--- config.mk ---
export PLATFORM = sky130hd
export DESIGN_NAME = life_like_automaton_step_top_flat
export DESIGN_NICKNAME = d
export VERILOG_FILES = /design/src/hdl/lla_pkg.sv /design/src/hdl/lla_if.sv /design/src/hdl/lla_csr.sv /design/src/hdl/lla_window.sv /design/src/hdl/lla_result.sv /design/src/hdl/life_like_automaton_step_top.sv /design/src/flat_wrapper.sv
export SDC_FILE = /design/constraint.sdc
export NUM_CORES = 1
export LEC_CHECK = 0
export BUFFER_PORTS_ARGS = -buffer_cell sky130_fd_sc_hd__buf_2
export CORE_ASPECT_RATIO = 0.6
export CORE_MARGIN = 10
export CORE_UTILIZATION = 63
export CTS_CLUSTER_DIAMETER = 60
export DETAILED_ROUTE_END_ITERATION = 8
export GPL_TIMING_DRIVEN = 0
export PLACE_DENSITY = 0.92
export RECOVER_POWER = 25
export SYNTH_ARGS = -nofsm -noshare
export SYNTH_HDL_FRONTEND = slang
export SYNTH_SLANG_ARGS = --single-unit
--- constraint.sdc ---
create_clock -name clock -period 5.1 [get_ports clock]
set_input_delay 1.53 -clock clock [delete_from_list [all_inputs] [get_ports clock]]
set_output_delay 1.53 -clock clock [all_outputs]
set_load 0.03 [all_outputs]
--- src/hdl/lla_pkg.sv ---
// Shared types and constants for the life-like automaton step block.
// No dependencies; every other file in hdl/ refers to this package by scoped names.
package lla_pkg;

   localparam int GRID_MAX   = 32;
   localparam int WIN_DEPTH  = 2 * GRID_MAX + 2;
   localparam int WIN_IDX_W  = $clog2(WIN_DEPTH);
   localparam int SIZE_W     = 6;
   localparam int POS_W      = 5;
   localparam int MASK_W     = 9;
   localparam int LIVE_W     = 4;
   localparam int NBR_N      = 8;
   localparam int FIFO_DEPTH = 32;
   localparam int FIFO_AW    = $clog2(FIFO_DEPTH);
   localparam int ADDR_W     = 4;
   localparam int DATA_W     = 32;
   localparam int MIN_SIZE   = 3;

   // register indexes (paddr[3:2])
   localparam logic [1:0] REG_SIDE_LEN     = 2'd0;
   localparam logic [1:0] REG_BIRTH_MASK   = 2'd1;
   localparam logic [1:0] REG_SURVIVE_MASK = 2'd2;

   localparam logic [SIZE_W-1:0] SIDE_LEN_RST     = SIZE_W'(32);
   localparam logic [MASK_W-1:0] BIRTH_MASK_RST   = MASK_W'(8);
   localparam logic [MASK_W-1:0] SURVIVE_MASK_RST = MASK_W'(12);

   typedef struct packed {
      logic [SIZE_W-1:0] side_len;
      logic [MASK_W-1:0] birth_mask;
      logic [MASK_W-1:0] survive_mask;
   } cfg_type;

   // one accepted request after the window: position, neighbors, flags
   typedef struct packed {
      logic [POS_W-1:0] row;
      logic [POS_W-1:0] col;
      logic             arriving;
      logic             self_cell;
      logic [NBR_N-1:0] nbr;
      logic             interior;
      logic             border;
      logic             frame_last;
   } stage_type;

   typedef struct packed {
      logic [POS_W-1:0] row;
      logic [POS_W-1:0] col;
      logic             alive;
      logic             frame_last;
   } result_type;

endpackage

--- src/hdl/lla_if.sv ---
// Valid/ready channel interfaces for the request and response streams.
// Depends on lla_pkg for field widths.
interface lla_req_if;
   logic valid;
   logic ready;
   logic cell_in;

   modport source (output valid, output cell_in, input ready);
   modport sink   (input valid, input cell_in, output ready);
endinterface

interface lla_rsp_if;
   logic                     valid;
   logic                     ready;
   logic [lla_pkg::POS_W-1:0] out_row;
   logic [lla_pkg::POS_W-1:0] out_col;
   logic                     cell_out;
   logic                     frame_last;

   modport source (output valid, output out_row, output out_col, output cell_out,
                   output frame_last, input ready);
   modport sink   (input valid, input out_row, input out_col, input cell_out,
                   input frame_last, output ready);
endinterface

--- src/hdl/lla_csr.sv ---
// APB-style configuration registers: side length, birth mask, survive mask.
// Depends on lla_pkg.
module lla_csr (
   input  logic                        clock,
   input  logic                        reset,
   input  logic                        psel,
   input  logic                        penable,
   input  logic                        pwrite,
   input  logic [lla_pkg::ADDR_W-1:0]  paddr,
   input  logic [lla_pkg::DATA_W-1:0]  pwdata,
   output logic [lla_pkg::DATA_W-1:0]  prdata,
   output logic                        pready,
   output lla_pkg::cfg_type            cfg
);

   lla_pkg::cfg_type cfg_ff;
   lla_pkg::cfg_type cfg_in;
   logic             wr_en;
   logic [1:0]       reg_idx;

   assign pready  = 1'b1;
   assign wr_en   = psel & penable & pwrite;
   assign reg_idx = paddr[3:2];

   always_comb begin
      cfg_in = cfg_ff;
      if (wr_en) begin
         case (reg_idx)
            lla_pkg::REG_SIDE_LEN:     cfg_in.side_len     = pwdata[lla_pkg::SIZE_W-1:0];
            lla_pkg::REG_BIRTH_MASK:   cfg_in.birth_mask   = pwdata[lla_pkg::MASK_W-1:0];
            lla_pkg::REG_SURVIVE_MASK: cfg_in.survive_mask = pwdata[lla_pkg::MASK_W-1:0];
            default:                   cfg_in = cfg_ff;
         endcase
      end
   end

   always_ff @(posedge clock) begin
      if (reset) begin
         cfg_ff.side_len     <= lla_pkg::SIDE_LEN_RST;
         cfg_ff.birth_mask   <= lla_pkg::BIRTH_MASK_RST;
         cfg_ff.survive_mask <= lla_pkg::SURVIVE_MASK_RST;
      end else begin
         cfg_ff <= cfg_in;
      end
   end

   always_comb begin
      case (reg_idx)
         lla_pkg::REG_SIDE_LEN:     prdata = lla_pkg::DATA_W'(cfg_ff.side_len);
         lla_pkg::REG_BIRTH_MASK:   prdata = lla_pkg::DATA_W'(cfg_ff.birth_mask);
         lla_pkg::REG_SURVIVE_MASK: prdata = lla_pkg::DATA_W'(cfg_ff.survive_mask);
         default:                   prdata = '0;
      endcase
   end

   assign cfg = cfg_ff;

endmodule

--- src/hdl/lla_window.sv ---
// Raster position counters, two-row shift window and the input stage register.
// Depends on lla_pkg and lla_req_if.
module lla_window (
   input  logic                         clock,
   input  logic                         reset,
   lla_req_if.sink                      req_if,
   input  logic [lla_pkg::SIZE_W-1:0]   side_len,
   input  logic                         stage_ready,
   output logic                         stage_valid,
   output lla_pkg::stage_type           stage
);

   logic [lla_pkg::WIN_DEPTH-1:0] win_ff;
   logic [lla_pkg::WIN_DEPTH-1:0] win_in;
   logic [lla_pkg::POS_W-1:0]     row_ff, row_in;
   logic [lla_pkg::POS_W-1:0]     col_ff, col_in;
   logic                          valid_ff, valid_in;
   lla_pkg::stage_type            stage_ff, stage_in;

   logic [lla_pkg::SIZE_W-1:0]    size_n;
   logic [lla_pkg::SIZE_W-1:0]    last_idx;
   logic [lla_pkg::SIZE_W-1:0]    row_x, col_x;
   logic [lla_pkg::WIN_IDX_W-1:0] base_one, base_two;
   logic [2:0]                    tap_one, tap_two;
   logic                          row_end, col_end;
   logic                          accept;

   // clamp size to the supported range
   always_comb begin
      if (side_len < lla_pkg::SIZE_W'(lla_pkg::MIN_SIZE)) begin
         size_n = lla_pkg::SIZE_W'(lla_pkg::MIN_SIZE);
      end else if (side_len > lla_pkg::SIZE_W'(lla_pkg::GRID_MAX)) begin
         size_n = lla_pkg::SIZE_W'(lla_pkg::GRID_MAX);
      end else begin
         size_n = side_len;
      end
   end

   assign last_idx = size_n - lla_pkg::SIZE_W'(1);
   assign row_x    = lla_pkg::SIZE_W'(row_ff);
   assign col_x    = lla_pkg::SIZE_W'(col_ff);
   assign row_end  = row_x >= last_idx;
   assign col_end  = col_x >= last_idx;

   // win_ff[d-1] is the cell that arrived d requests ago
   assign base_one = lla_pkg::WIN_IDX_W'(size_n) - lla_pkg::WIN_IDX_W'(1);
   assign base_two = (lla_pkg::WIN_IDX_W'(size_n) << 1) - lla_pkg::WIN_IDX_W'(1);
   assign tap_one  = win_ff[base_one +: 3];
   assign tap_two  = win_ff[base_two +: 3];

   assign req_if.ready = ~valid_ff | stage_ready;
   assign accept       = req_if.valid & req_if.ready;

   always_comb begin
      stage_in            = stage_ff;
      win_in              = win_ff;
      row_in              = row_ff;
      col_in              = col_ff;
      valid_in            = valid_ff & ~stage_ready;
      if (accept) begin
         valid_in            = 1'b1;
         stage_in.row        = row_ff;
         stage_in.col        = col_ff;
         stage_in.arriving   = req_if.cell_in;
         stage_in.self_cell  = tap_one[1];
         stage_in.nbr        = {tap_two, tap_one[2], tap_one[0], win_ff[1:0], req_if.cell_in};
         stage_in.interior   = (row_x >= lla_pkg::SIZE_W'(2)) && (row_x <= last_idx) &&
                               (col_x >= lla_pkg::SIZE_W'(2)) && (col_x <= last_idx);
         stage_in.border     = (row_ff == '0) || row_end || (col_ff == '0) || col_end;
         stage_in.frame_last = row_end & col_end;
         win_in              = {win_ff[lla_pkg::WIN_DEPTH-2:0], req_if.cell_in};
         if (col_end) begin
            col_in = '0;
            row_in = row_end ? '0 : row_ff + lla_pkg::POS_W'(1);
         end else begin
            col_in = col_ff + lla_pkg::POS_W'(1);
         end
      end
   end

   always_ff @(posedge clock) begin
      if (reset) begin
         win_ff   <= '0;
         row_ff   <= '0;
         col_ff   <= '0;
         valid_ff <= 1'b0;
      end else begin
         win_ff   <= win_in;
         row_ff   <= row_in;
         col_ff   <= col_in;
         valid_ff <= valid_in;
      end
   end

   always_ff @(posedge clock) begin
      stage_ff <= stage_in;
   end

   assign stage_valid = valid_ff;
   assign stage       = stage_ff;

endmodule

--- src/hdl/lla_result.sv ---
// Neighbor count, birth/survive rule and the 32-entry response queue.
// Depends on lla_pkg and lla_rsp_if.
module lla_result (
   input  logic                        clock,
   input  logic                        reset,
   input  logic                        stage_valid,
   input  lla_pkg::stage_type          stage,
   input  logic [lla_pkg::MASK_W-1:0]  birth_mask,
   input  logic [lla_pkg::MASK_W-1:0]  survive_mask,
   output logic                        stage_ready,
   lla_rsp_if.source                   rsp_if
);

   lla_pkg::result_type         fifo_mem [lla_pkg::FIFO_DEPTH];
   logic [lla_pkg::FIFO_AW-1:0] wr_ptr_ff, wr_ptr_in;
   logic [lla_pkg::FIFO_AW-1:0] rd_ptr_ff, rd_ptr_in;
   logic [lla_pkg::FIFO_AW:0]   count_ff, count_in;
   logic [lla_pkg::FIFO_AW-1:0] wr_next;
   logic [lla_pkg::LIVE_W-1:0]  live;
   logic                        next_cell;
   lla_pkg::result_type         inner_res, border_res, first_res;
   logic                        push, pop, any_res, two_res;
   logic [1:0]                  n_push;

   always_comb begin
      live = '0;
      for (int i = 0; i < lla_pkg::NBR_N; i++) begin
         live = live + lla_pkg::LIVE_W'(stage.nbr[i]);
      end
   end

   assign next_cell = stage.self_cell ? survive_mask[live] : birth_mask[live];

   assign inner_res.row        = stage.row - lla_pkg::POS_W'(1);
   assign inner_res.col        = stage.col - lla_pkg::POS_W'(1);
   assign inner_res.alive      = next_cell;
   assign inner_res.frame_last = 1'b0;

   assign border_res.row        = stage.row;
   assign border_res.col        = stage.col;
   assign border_res.alive      = stage.arriving;
   assign border_res.frame_last = stage.frame_last;

   assign first_res = stage.interior ? inner_res : border_res;

   // room for two entries is always kept before a stage is taken
   assign stage_ready = count_ff <= (lla_pkg::FIFO_AW + 1)'(lla_pkg::FIFO_DEPTH - 2);
   assign push        = stage_valid & stage_ready;
   assign any_res     = stage.interior | stage.border;
   assign two_res     = stage.interior & stage.border;
   assign n_push      = push ? ({1'b0, stage.interior} + {1'b0, stage.border}) : 2'd0;
   assign pop         = rsp_if.valid & rsp_if.ready;
   assign wr_next     = wr_ptr_ff + lla_pkg::FIFO_AW'(1);

   assign wr_ptr_in = wr_ptr_ff + lla_pkg::FIFO_AW'(n_push);
   assign rd_ptr_in = rd_ptr_ff + lla_pkg::FIFO_AW'(pop);
   assign count_in  = count_ff + (lla_pkg::FIFO_AW + 1)'(n_push)
                      - (lla_pkg::FIFO_AW + 1)'(pop);

   always_ff @(posedge clock) begin
      if (push & any_res) begin
         fifo_mem[wr_ptr_ff] <= first_res;
      end
      if (push & two_res) begin
         fifo_mem[wr_next] <= border_res;
      end
   end

   always_ff @(posedge clock) begin
      if (reset) begin
         wr_ptr_ff <= '0;
         rd_ptr_ff <= '0;
         count_ff  <= '0;
      end else begin
         wr_ptr_ff <= wr_ptr_in;
         rd_ptr_ff <= rd_ptr_in;
         count_ff  <= count_in;
      end
   end

   assign rsp_if.valid      = count_ff != '0;
   assign rsp_if.out_row    = fifo_mem[rd_ptr_ff].row;
   assign rsp_if.out_col    = fifo_mem[rd_ptr_ff].col;
   assign rsp_if.cell_out   = fifo_mem[rd_ptr_ff].alive;
   assign rsp_if.frame_last = fifo_mem[rd_ptr_ff].frame_last;

endmodule

--- src/hdl/life_like_automaton_step_top.sv ---
// One generation of a life-like cellular automaton on a square grid (3 to 32
// cells a side) that streams through in raster order, one cell per request.
// Border cells come back unchanged, through the stage register and the queue;
// an interior cell comes back once the cell diagonally below-right of it has
// arrived, and the bottom-right request of a frame carries frame_last and
// closes the frame. A request is taken every clock while the response queue
// has room. The rule itself is one register-to-register pass: a 66-bit shift
// window with taps set by the side length, an 8-input neighbor count and a mask
// bit select. Responses leave through a 32-entry queue, one per clock while the
// response side is ready. Every cell yields one response, but the second row
// yields few and the last row up to two per request; the queue absorbs that
// swing, so a continuous stream runs at one request per clock up to 30 cells a
// side. At 31 and 32 cells a side the last row's surplus reaches the queue's
// two-entry reserve and requests stall in each frame. The last row leaves up
// to n responses queued, which drain after its last request. A stalled
// response side stalls requests once the queue holds 31 entries.
// Configuration (side length at 0x0, birth_mask at 0x4, survive_mask at 0x8)
// is written while no frame is in flight; pready is tied high and reads return
// the register values.
// Depends on lla_pkg, lla_if, lla_csr, lla_window and lla_result.
module life_like_automaton_step_top (
   input  logic                        clock,
   input  logic                        reset,
   lla_req_if.sink                     req_if,
   lla_rsp_if.source                   rsp_if,
   input  logic                        psel,
   input  logic                        penable,
   input  logic                        pwrite,
   input  logic [lla_pkg::ADDR_W-1:0]  paddr,
   input  logic [lla_pkg::DATA_W-1:0]  pwdata,
   output logic [lla_pkg::DATA_W-1:0]  prdata,
   output logic                        pready
);

   lla_pkg::cfg_type   cfg;
   lla_pkg::stage_type stage;
   logic               stage_valid;
   logic               stage_ready;

   // configuration registers
   lla_csr u_csr (
      .clock   (clock),
      .reset   (reset),
      .psel    (psel),
      .penable (penable),
      .pwrite  (pwrite),
      .paddr   (paddr),
      .pwdata  (pwdata),
      .prdata  (prdata),
      .pready  (pready),
      .cfg     (cfg)
   );

   // input side: position counters, shift window, stage register
   lla_window u_window (
      .clock       (clock),
      .reset       (reset),
      .req_if      (req_if),
      .side_len    (cfg.side_len),
      .stage_ready (stage_ready),
      .stage_valid (stage_valid),
      .stage       (stage)
   );

   // rule evaluation and response queue
   lla_result u_result (
      .clock        (clock),
      .reset        (reset),
      .stage_valid  (stage_valid),
      .stage        (stage),
      .birth_mask   (cfg.birth_mask),
      .survive_mask (cfg.survive_mask),
      .stage_ready  (stage_ready),
      .rsp_if       (rsp_if)
   );

endmodule

--- src/flat_wrapper.sv ---
// flat-port wrapper written by rule: the top's interface ports become plain ports
module life_like_automaton_step_top_flat 
  (clock, reset, psel, penable, pwrite, paddr, pwdata, prdata, pready, req_if_valid, req_if_cell_in, req_if_ready, rsp_if_valid, rsp_if_out_row, rsp_if_out_col, rsp_if_cell_out, rsp_if_frame_last, rsp_if_ready);
  lla_req_if req_if_i ();
  lla_rsp_if rsp_if_i ();
  input  logic clock;
  input  logic reset;
  input  logic psel;
  input  logic penable;
  input  logic pwrite;
  input  logic [lla_pkg::ADDR_W-1:0] paddr;
  input  logic [lla_pkg::DATA_W-1:0] pwdata;
  output logic [lla_pkg::DATA_W-1:0] prdata;
  output logic pready;
  input wire logic [$bits(req_if_i.valid)-1:0] req_if_valid;
  input wire logic [$bits(req_if_i.cell_in)-1:0] req_if_cell_in;
  output wire logic [$bits(req_if_i.ready)-1:0] req_if_ready;
  output wire logic [$bits(rsp_if_i.valid)-1:0] rsp_if_valid;
  output wire logic [$bits(rsp_if_i.out_row)-1:0] rsp_if_out_row;
  output wire logic [$bits(rsp_if_i.out_col)-1:0] rsp_if_out_col;
  output wire logic [$bits(rsp_if_i.cell_out)-1:0] rsp_if_cell_out;
  output wire logic [$bits(rsp_if_i.frame_last)-1:0] rsp_if_frame_last;
  input wire logic [$bits(rsp_if_i.ready)-1:0] rsp_if_ready;
  assign req_if_i.valid = req_if_valid;
  assign req_if_i.cell_in = req_if_cell_in;
  assign req_if_ready = req_if_i.ready;
  assign rsp_if_valid = rsp_if_i.valid;
  assign rsp_if_out_row = rsp_if_i.out_row;
  assign rsp_if_out_col = rsp_if_i.out_col;
  assign rsp_if_cell_out = rsp_if_i.cell_out;
  assign rsp_if_frame_last = rsp_if_i.frame_last;
  assign rsp_if_i.ready = rsp_if_ready;
  life_like_automaton_step_top u_core (.clock(clock), .reset(reset), .req_if(req_if_i), .rsp_if(rsp_if_i), .psel(psel), .penable(penable), .pwrite(pwrite), .paddr(paddr), .pwdata(pwdata), .prdata(prdata), .pready(pready));
endmodule
==> implementation parameters <==
Parameter                              Value

Setup path
  Number of buffers and inverters on the critical path ... 4
  Required time at the worst-slack endpoint ... 3.57 ns
  Critical path startpoint category ... flip-flop
  Slowest stage cell, crit path ... sky130_fd_sc_hd__mux4_2
  Critical Path Sink Type ... primary output
  Critical-path cell list ... clkbuf_1 -> clkbuf_4 -> buf_2 -> mux4_2 -> mux4_2 -> mux2_2 -> buf_2
  Arr. time, crit path ... 3.51 ns
  Largest stage delay on the critical path ... 0.60 ns
  Worst-path maximum fanout ... 10
  Type of the worst setup path ... flip-flop to primary output
  Top cell family by delay on the critical path ... multiplexers
  Setup slack on the worst flop-to-flop path ... 0.08 ns

Clock tree
  Number of clock buffers inserted by TritonCTS ... 48
  CTS HTree Levels ... 2
  Insertion delay to the later sink of the worst-skew pair ... 0.60 ns
  Root buffer cell ... sky130_fd_sc_hd__clkbuf_16
  Buffers from clock root to sink, at most ... 3
  CTS tree ... done
  Clock-pin transition on the worst setup and hold timing paths ... 0.07 ns
  Clock tree sinks ... 523

Routing
  DRC violation total after the first TritonRoute iteration ... 3856
  DRC violations left ... 1
  Detail-routed via count per cell ... 6.763
  Via count ... 20850
  Routed wire length ... 84.88 mm
  First-pass iteration count of the detailed router ... 9
  WL/cell ... 27.53 µm
  Antenna viol nets, final ... 0

Timing
  Sum of negative setup slack ... 0 ns
  Endpoints failing hold ... 0
  Transition at the pin with the smallest max-transition slack ... 1.765 ns
  Fmax ... 0.1984 GHz
  Final Cycle Share ... 0.9882
  Max-slew violation count ... 32
  Crit path time final ... 5.040 ns
  Hold Worst Slack ... 0.4703 ns
  Final number of setup-violating endpoints ... 0
  Maximum clock skew at final layout ... 0.03975 ns
  Headroom to the max-slew limit ... -0.1769

Logic synthesis
  Number of synthesized flops with an enable pin ... 406
  Instance count of the mapped netlist ... 2323
  Share of flip-flops with an asynchronous set or reset ... 0
  Most used flip-flop cell after synthesis ... sky130_fd_sc_hd__edfxtp_1
  Number of synthesized register bits ... 523
  Number of warnings printed during yosys synthesis ... 0
  Post-synthesis sequential area ratio ... 0.5274
  Mean area per synthesized cell ... 11.86 µm²
  Count of unique library cells instantiated by Yosys ... 63
  Combined area of all synthesized cells ... 27560 µm²

Cells and area
  P&R area growth vs syn ... 10.39%
  Top library cells by usage in the layout, fill and taps aside ... 408 x sky130_fd_sc_hd__nand2_1, 406 x sky130_fd_sc_hd__edfxtp_1, 199 x sky130_fd_sc_hd__xnor2_1, 170 x sky130_fd_sc_hd__a21oi_1, 159 x sky130_fd_sc_hd__clkbuf_1
  Fill cell total of the finished layout ... 2830
  Leading cell type in the layout, fill and taps excluded ... sky130_fd_sc_hd__nand2_1
  Nets@finish ... 2555
  Share of cells above drive strength 1 ... 0.1635

Die
  Ports ... 91
  Initial cell density of the core ... 0.6370
  Die width ... 290.0 µm
  Die Outline Area ... 52780 µm²
  Overall die height ... 182.0 µm
  Site Rows ... 59
  Standard cell core area ... 43260 µm²

Placed design
  Final RePlAce weighted congestion ... 1.016
  Port Buffers ... 40
  DP Wirelength ... 61.69 mm

Pwr
  Power density cells ... 377.5 nW/µm²
  Leak ... 10.58 nW
  Maximum resistive drop on vdd ... 0.2793 mV
  Power, Total ... 11.48 mW

GRT
  Global route total overflow ... 0
  Vias in the first global route ... 20160
  Total global routing track utilization ... 0.3112
  Wire length of the first global-routing pass ... 125.7 mm
  Antenna violations before repair ... 4
  Maximum number of pins on one net before global-route repair ... 32

Flow run
  Max-cap violation count ... 1

Status
  Violations in the final reports ... design-rule violations, max-capacitance violations, max-slew violations
  Run status ... finished with violations

Min path
  Path class of the lowest-slack min-delay path ... flip-flop to flip-flop
==> kinds of logic after synthesis <==
family | share of synthesized area
AOI/OAI and AO/OA | 0.06334
xor gates and xnor gates | 0.06643
adders and majority gates | 0.02207
buffers and inverters | 0.04150
DFF | 0.5274
muxes | 0.1711
other | 0.0002725
and+or+nand+nor | 0.1078
==> worst paths after layout <==
| path | start | endpoint | cells past startpoint |
|---|---|---|---|
| max | u_core.u_result.rd_ptr_ff[1] | rsp_if_cell_out | 7 |
| min | u_core.u_window.win_ff[54] | u_core.u_window.win_ff[55] | 2 |
| max reg2reg | u_core.u_window.stage[3] | u_core.u_result.fifo_mem[21][1] | 14 |
| min reg2reg | u_core.u_window.win_ff[54] | u_core.u_window.win_ff[55] | 2 |
==> flip-flops by register name (all words and copies together), names as in the netlist <==
register / cells
u_core.u_result.count_ff: 6
u_core.u_csr.cfg: 24
u_core.u_result.rd_ptr_ff: 5
u_core.u_window.col_ff: 5
u_core.u_window.stage: 22
u_core.u_result.wr_ptr_ff: 5
u_core.u_window.row_ff: 5
u_core.u_window.stage_valid: 1
u_core.u_window.win_ff: 66
u_core.u_result.fifo_mem: 384
==> synth_stat cells (5+ instances only) <==
cell type / number / area, µm²
sky130_fd_sc_hd__mux2i_1: 84 / 840.8
sky130_fd_sc_hd__dfxtp_1: 117 / 2342
sky130_fd_sc_hd__nor4_1: 5 / 31.28
sky130_fd_sc_hd__nand3b_1: 5 / 37.54
sky130_fd_sc_hd__and2_1: 43 / 269.0
sky130_fd_sc_hd__nand2_1: 408 / 1531
sky130_fd_sc_hd__nor2b_1: 15 / 93.84
sky130_fd_sc_hd__nor3_1: 14 / 70.07
sky130_fd_sc_hd__xor2_1: 10 / 87.58
sky130_fd_sc_hd__nand4_1: 6 / 37.54
sky130_fd_sc_hd__a21o_1: 5 / 37.54
sky130_fd_sc_hd__clkbuf_1: 161 / 604.3
sky130_fd_sc_hd__o221ai_1: 5 / 43.79
sky130_fd_sc_hd__a22o_1: 5 / 43.79
sky130_fd_sc_hd__mux4_2: 147 / 3311
sky130_fd_sc_hd__and3_1: 11 / 68.82
sky130_fd_sc_hd__nand3_1: 25 / 125.1
sky130_fd_sc_hd__a211o_1: 7 / 61.31
sky130_fd_sc_hd__nor3b_1: 7 / 52.55
sky130_fd_sc_hd__nor2_1: 122 / 457.9
sky130_fd_sc_hd__o21ai_0: 75 / 375.4
sky130_fd_sc_hd__xnor2_1: 199 / 1743
sky130_fd_sc_hd__buf_1: 22 / 82.58
sky130_fd_sc_hd__buf_2: 15 / 75.07
sky130_fd_sc_hd__a22oi_1: 5 / 37.54
sky130_fd_sc_hd__buf_4: 24 / 180.2
sky130_fd_sc_hd__inv_1: 43 / 161.4
sky130_fd_sc_hd__or3_1: 5 / 31.28
sky130_fd_sc_hd__fa_1: 6 / 120.1
sky130_fd_sc_hd__edfxtp_1: 406 / 12190
sky130_fd_sc_hd__a211oi_1: 8 / 60.06
sky130_fd_sc_hd__mux2_2: 50 / 563.0
sky130_fd_sc_hd__ha_1: 39 / 488.0
sky130_fd_sc_hd__a21oi_1: 170 / 850.8
==> final cells by class <==
type | instances | area [µm²] | area share
Sequential cell | 523 | 14540 | 0.4779
Multi-Input combinational cell | 1553 | 11980 | 0.3939
Clock buffer | 58 | 1239 | 0.04072
Buffer | 224 | 1026 | 0.03373
Tap cell | 579 | 724.4 | 0.02382
Timing Repair Buffer | 72 | 475.5 | 0.01563
Clock inverter | 28 | 262.8 | 0.008638
Inverter | 44 | 170.2 | 0.005594
Antenna cell | 2 | 5.005 | 0.0001645
==> metal layers <==
| layer | routed length [µm] | vias to the layer above | track usage |
|---|---|---|---|
| met5 | 281 | - | 0.01592 |
| li1 | - | 8587 | - |
| met2 | 35290 | 1905 | 0.4371 |
| met1 | 29910 | 10010 | 0.4122 |
| met3 | 15980 | 332 | 0.1558 |
| met4 | 3422 | 12 | 0.1023 |
==> power by group <==
group	internal, mW	switching (mW)	leakage (nW)
registers	4.78	0.0513	4.64
logic	1.19	1.85	5.20
clock network	1.94	1.66	0.738
==> metrics by stage <==
stage,std cells,area [µm²],setup slack [ns],util
finish,3083,30420,0.06008,0.7032
global placement,2964,28560,-0.5052,0.6603
detailed placement,2995,28830,-0.5360,0.6665
CTS,3081,30380,0.002372,0.7022
global route,3081,30410,-0.1077,0.7030
floorplan,2345,27640,0.6705,-
==> repair_timing <==
item / 4_1_cts / 5_1_grt
endpoints found under the setup margin: 56 / 50
gates resized for setup: 21 / 36
buffers inserted: 1 / 0
hold buffers: 0 / 0
hold endpoints to repair: 0 / 0
==> tightest hold or removal path, delay by kind of cell (launching register included) <==
family             cells  cell delay, ns
AOI/OAI and AO/OA      1            0.05
DFF                    1            0.32
and+or+nand+nor        1            0.06
(Power assumes the default switching activity.)
